[src/rtl/core/owmd_pkg.sv]
package owmd_pkg;

  localparam int IN_W    = 16;
  localparam int LIM_W   = 15;
  localparam int OUT_W   = 18;
  localparam int MAG_W   = 17;
  localparam int LANES   = 3;

  // Product of the forward command and the Q0.16 coefficient
  localparam int COEF_W  = 17;
  localparam int PROD_W  = IN_W + COEF_W;
  localparam int SUM_W   = PROD_W + 2;
  localparam int COEF_SHIFT = 16;
  localparam logic [COEF_W-1:0] COEF_COS30 = COEF_W'(56756);
  localparam logic [SUM_W-1:0]  RND_HALF   = SUM_W'(1) << (COEF_SHIFT - 1);

  // Scaling divide: |speed| * limit / largest, quotient never exceeds the limit
  localparam int NUM_W   = MAG_W + LIM_W;
  localparam int Q_W     = LIM_W;

  // Pipeline layout: six front stages, one stage per quotient bit, output register
  localparam int DIV_FIRST = 6;
  localparam int OUT_STAGE = DIV_FIRST + Q_W;
  localparam int NSTAGE    = OUT_STAGE + 1;

  typedef struct packed {
    logic [MAG_W-1:0] rem;
    logic [Q_W-1:0]   acc;
  } div_lane_t;

  typedef struct packed {
    logic                        scale;
    logic [LANES-1:0]            neg;
    logic [MAG_W-1:0]            divisor;
    logic [LANES-1:0][OUT_W-1:0] w;
  } side_t;

  // Round a value with COEF_SHIFT extra fraction bits to nearest, ties away from zero
  function automatic logic [OUT_W-1:0] round_back(input logic signed [SUM_W-1:0] w);
    logic [SUM_W-1:0] a;
    logic [SUM_W-1:0] r;
    a = w[SUM_W-1] ? SUM_W'(-w) : SUM_W'(w);
    r = (a + RND_HALF) >> COEF_SHIFT;
    return w[SUM_W-1] ? OUT_W'(-r[OUT_W-1:0]) : r[OUT_W-1:0];
  endfunction

endpackage

[src/rtl/core/owmd_div_step.sv]
module owmd_div_step import owmd_pkg::*; (
  input  logic                   clk,
  input  logic                   en,
  input  logic [MAG_W-1:0]       divisor,
  input  div_lane_t [LANES-1:0]  lane_in,
  output div_lane_t [LANES-1:0]  lane_out
);

  div_lane_t [LANES-1:0]    lane_next;
  logic [LANES-1:0][MAG_W:0] trial;

  // One restoring step per lane: bring down the next numerator bit, subtract if it fits
  always_comb begin
    for (int i = 0; i < LANES; i++) begin
      trial[i] = {lane_in[i].rem, lane_in[i].acc[Q_W-1]};
      if (trial[i] >= {1'b0, divisor}) begin
        lane_next[i].rem = MAG_W'(trial[i] - {1'b0, divisor});
        lane_next[i].acc = {lane_in[i].acc[Q_W-2:0], 1'b1};
      end else begin
        lane_next[i].rem = trial[i][MAG_W-1:0];
        lane_next[i].acc = {lane_in[i].acc[Q_W-2:0], 1'b0};
      end
    end
  end

  always_ff @(posedge clk) begin
    if (en) begin
      lane_out <= lane_next;
    end
  end

endmodule

[config.mk]
export PLATFORM = sky130hd
export DESIGN_NAME = owmd_div_step
export DESIGN_NICKNAME = d
export VERILOG_FILES = /design/src/rtl/core/owmd_pkg.sv /design/src/rtl/core/owmd_div_step.sv
export SDC_FILE = /design/constraint.sdc
export NUM_CORES = 1
export LEC_CHECK = 0
export BUFFER_PORTS_ARGS = -buffer_cell sky130_fd_sc_hd__buf_2
export CAP_MARGIN = 25
export CORE_ASPECT_RATIO = 1.5
export CORE_MARGIN = 2
export CORE_UTILIZATION = 55
export CTS_CLUSTER_DIAMETER = 40
export DETAILED_ROUTE_END_ITERATION = 8
export HOLD_SLACK_MARGIN = 0.02
export PLACE_DENSITY = 0.84
export SYNTH_ARGS = -nofsm -noshare
export SYNTH_HDL_FRONTEND = slang
export SYNTH_SLANG_ARGS = --single-unit
[constraint.sdc]
create_clock -name clk -period 4.5 [get_ports clk]
set_input_delay 0.9 -clock clk [delete_from_list [all_inputs] [get_ports clk]]
set_output_delay 0.9 -clock clk [all_outputs]
set_load 0.05 [all_outputs]
# Yosys cells after proc, flatten, opt, wreduce, memory -nomap -nowiden
# Index checks and enable logic that the tools add are counted.
# totals
register_bits	96
output_inout_bits	96
# classes
mux	3
order_cmp	3
add_sub_neg	3
# op_table
operator	count
32-bit two-way mux	3
18-bit by 17-bit greater-or-equal comparator with 1-bit output	3
17-bit subtractor	3

# Longest topological paths before layout
# depth
depth_word	2
ltp_mapped	12
mapped_depth_nobuf	10

# Worst setup path after synthesis
# Ideal clock, no wire load.
# synth_timing
kind	in2reg
startpoint	input lane_in[14] in the netlist's numbering
endpoint	register lane_out[16] in the netlist's numbering, data pin
setup_slack_ps	1292
cell_stages	10
t_arrival_ps	2948
n_path_buf	1
setup_ps	260
cell_sequence	inv_1 -> ha_1 -> inv_1 -> fa_1 -> a21o_1 -> a221o_1 -> a211oi_2 -> o21a_2 -> buf_4 -> mux2_2
# synth_lines
element	line_no	rtl
from (decl)	owmd_div_step.sv:5	input div_lane_t [LANES-1:0] lane_in,
to (signal assigned)	owmd_div_step.sv:28	lane_out <= lane_next;
to (decl)	owmd_div_step.sv:6	output div_lane_t [LANES-1:0] lane_out

==> results.yml <==
yosys:
  synth_top_area_share: 0.459
  synth_edf_count: 96
  synthFlopType: "edfxtp_1"
  synth_top_area_cell: "edfxtp_1"
  syn_inst: 564
  synth_cell_type_count: 68
  syn_area_um2: 6290
  ys_ff_latch: 96
  synth_common_cells: "edfxtp_1, ha_1, nand2_1"
  ys_warn_count: 0
  synthArstFlopShare: 0
  synth_nets: 733
  yosys.cell_count.top_type: "edfxtp_1"
  synth_area_per_cell_um2: 11.1
  netlist_top_cells_area: "edfxtp_1, ha_1, mux2_4"
  yosysSeqAreaShare: 0.459
global_route:
  grt_pass1_vias: 5447
  grt_pass1_wl_mm: 27.1
  grt_overflow: 0
  antenna_found_initial: 1
  grt_max_degree: 78
  grt_usage: 0.283
power:
  power_density_nw_per_um2: 400
  p_leak_nw: 3.47
  vdd_ir_drop_max_uv: 209
  finalPower_mw: 3.10
floorplan:
  io_pins: 211
  initial_core_util: 0.566
  die_height_um: 135
  fp.coreArea_um2: 11100
  fp.dieW_um: 91.3
  num_rows: 47
  fp.dieArea_um2: 12300
routing:
  wl_per_cell_um: 18.9
  drcViolationCount: 4
  drt_iter0_drc: 332
  via_per_inst: 5.84
  postRouteAntennaNets: 0
  dr.pass1.iters: 8
  vias: 5412
  wl_mm: 17.5
place:
  numPortBuffers: 210
  gp_congestion: 0.987
  dp_slack_ps: 803
  dpl_cell_area_um2: 7430
  dpl.cell_count: 908
  place_hpwl_mm: 13.5
timing:
  relSlewSlack: 0.347
  tns_ps: 0
  fin_ws_ps: 1180
  drv_slew: 0
  rsz0062_at_grt: "no"
  fmax_mhz: 301
  min_period_over_period: 0.738
  worstMarginPinSlew_ps: 980
  hold_violations: 0
  fin_crit_ps: 3320
  setup_viol: 0
  whs_ps: 719
worst_hold_path:
  holdCritStartpoint: "lane_in[35]"
  min_to: "lane_out[36]$_DFFE_PP_"
  holdPathStages: 1
  min_path_type: "input pin to flop"
clocking:
  post_cts_buffers: 0
  ctsResizeCount: 0
  cts-htree-levels: 3
  hold_buffers: 0
  root_buffer: "clkbuf_16"
  cts_buffers: 9
  cts_tree: "done"
  clk_pin_slew_ps: 70
  cts.sinks: 96
  clockBufferDepth: 2
finish:
  top_register: "lane_out"
  top_regs: "lane_out x96"
  instances_no_fill: 926
  fin_area_um2: 7760
  drive_above_1_share: 0.353
  num-nets-final: 941
  fin_util: 0.698
  syn_to_final_growth_pct: 23.4
  fillers: 832
  largest_register_ff_count: 96
worst_setup_path:
  crit_required_ps: 4600
  cp-start-kind: "input pin"
  critPathMaxFanout: 30
  crit_arrival_ps: 3430
  worstSetupEndpointType: "flop"
  crit_type: "input pin to flop"
outcome:
  failed_checks: "DRC"
  outcome: "finished with violations"
job:
  drv_cap: 0
## placed cells by master, fill, tap and decap left out, types with 6 or more instances in the layout
master	n
mux2_4	15
nand4_1	11
inv_1	34
nand3_1	16
a31oi_1	9
a21o_1	13
nand2_1	41
buf_2	209
edfxtp_1	96
o21ai_0	34
nor2_1	37
o21a_1	6
xor2_1	16
a21oi_1	37
ha_1	51
xnor2_1	16
clkbuf_16	9
mux2_2	18
nor3_1	6
## cells by family (layout without fill, tap and decap cells)
kind of cell	after synthesis	after routing	share of synthesized area
AO/OA/AOI/OAI	154	154	0.165
AND/OR/NAND/NOR	139	139	0.105
buffers and inverters	50	263	0.0374
adder cells (fa/ha/maj)	54	54	0.111
XOR/XNOR	32	32	0.0446
flip-flops	96	96	0.459
other	0	2	0
multiplexers	39	39	0.0778
## critical path: stages
cell	delay (ps)
buf_2	90
inv_1	170
fa_1	520
a21o_1	210
a221o_1	360
a211oi_2	260
o21a_2	520
mux2_2	390
## power by group
part | total [mW] | switching (mW) | internal [mW]
Sequential | 1.15 | 0.0307 | 1.12
Combinational | 1.12 | 0.761 | 0.355
Clock | 0.834 | 0.345 | 0.490
## worst max-delay path by stage
stage                     cells past startpoint                endpoint  slack, ps        start
after floorplan                              10  lane_out[16]$_DFFE_PP_       1290  lane_in[14]
after global placement                        8  lane_out[16]$_DFFE_PP_        870   divisor[1]
after detailed placement                      8  lane_out[16]$_DFFE_PP_        800   divisor[1]
after CTS                                     8  lane_out[16]$_DFFE_PP_       1160   divisor[1]
after global routing                          9  lane_out[23]$_DFFE_PP_        990   divisor[1]
final                                         8  lane_out[16]$_DFFE_PP_       1180   divisor[1]
## layer usage
layer / routed length [µm] / track usage / vias up / part of all wire
met5: 0 / 0 / - / 0
met4: 884 / 0.173 / 0 / 0.050
met3: 1130 / 0.0379 / 62 / 0.064
met2: 9310 / 0.521 / 284 / 0.53
met1: 6210 / 0.305 / 2506 / 0.35
li1: - / - / 2560 / -
## layout make-up
| type | count | area, µm² | area share |
|---|---|---|---|
| Timing Repair Buffer | 212 | 1070 | 0.138 |
| Clock inverter | 6 | 88.8 | 0.0115 |
| Sequential cell | 96 | 2880 | 0.372 |
| Clock buffer | 10 | 229 | 0.0295 |
| Inverter | 35 | 131 | 0.0169 |
| Tap cell | 147 | 184 | 0.0237 |
| Antenna cell | 2 | 5.00 | 0.000645 |
| Multi-Input combinational cell | 418 | 3170 | 0.408 |
(Power assumes the default switching activity.)
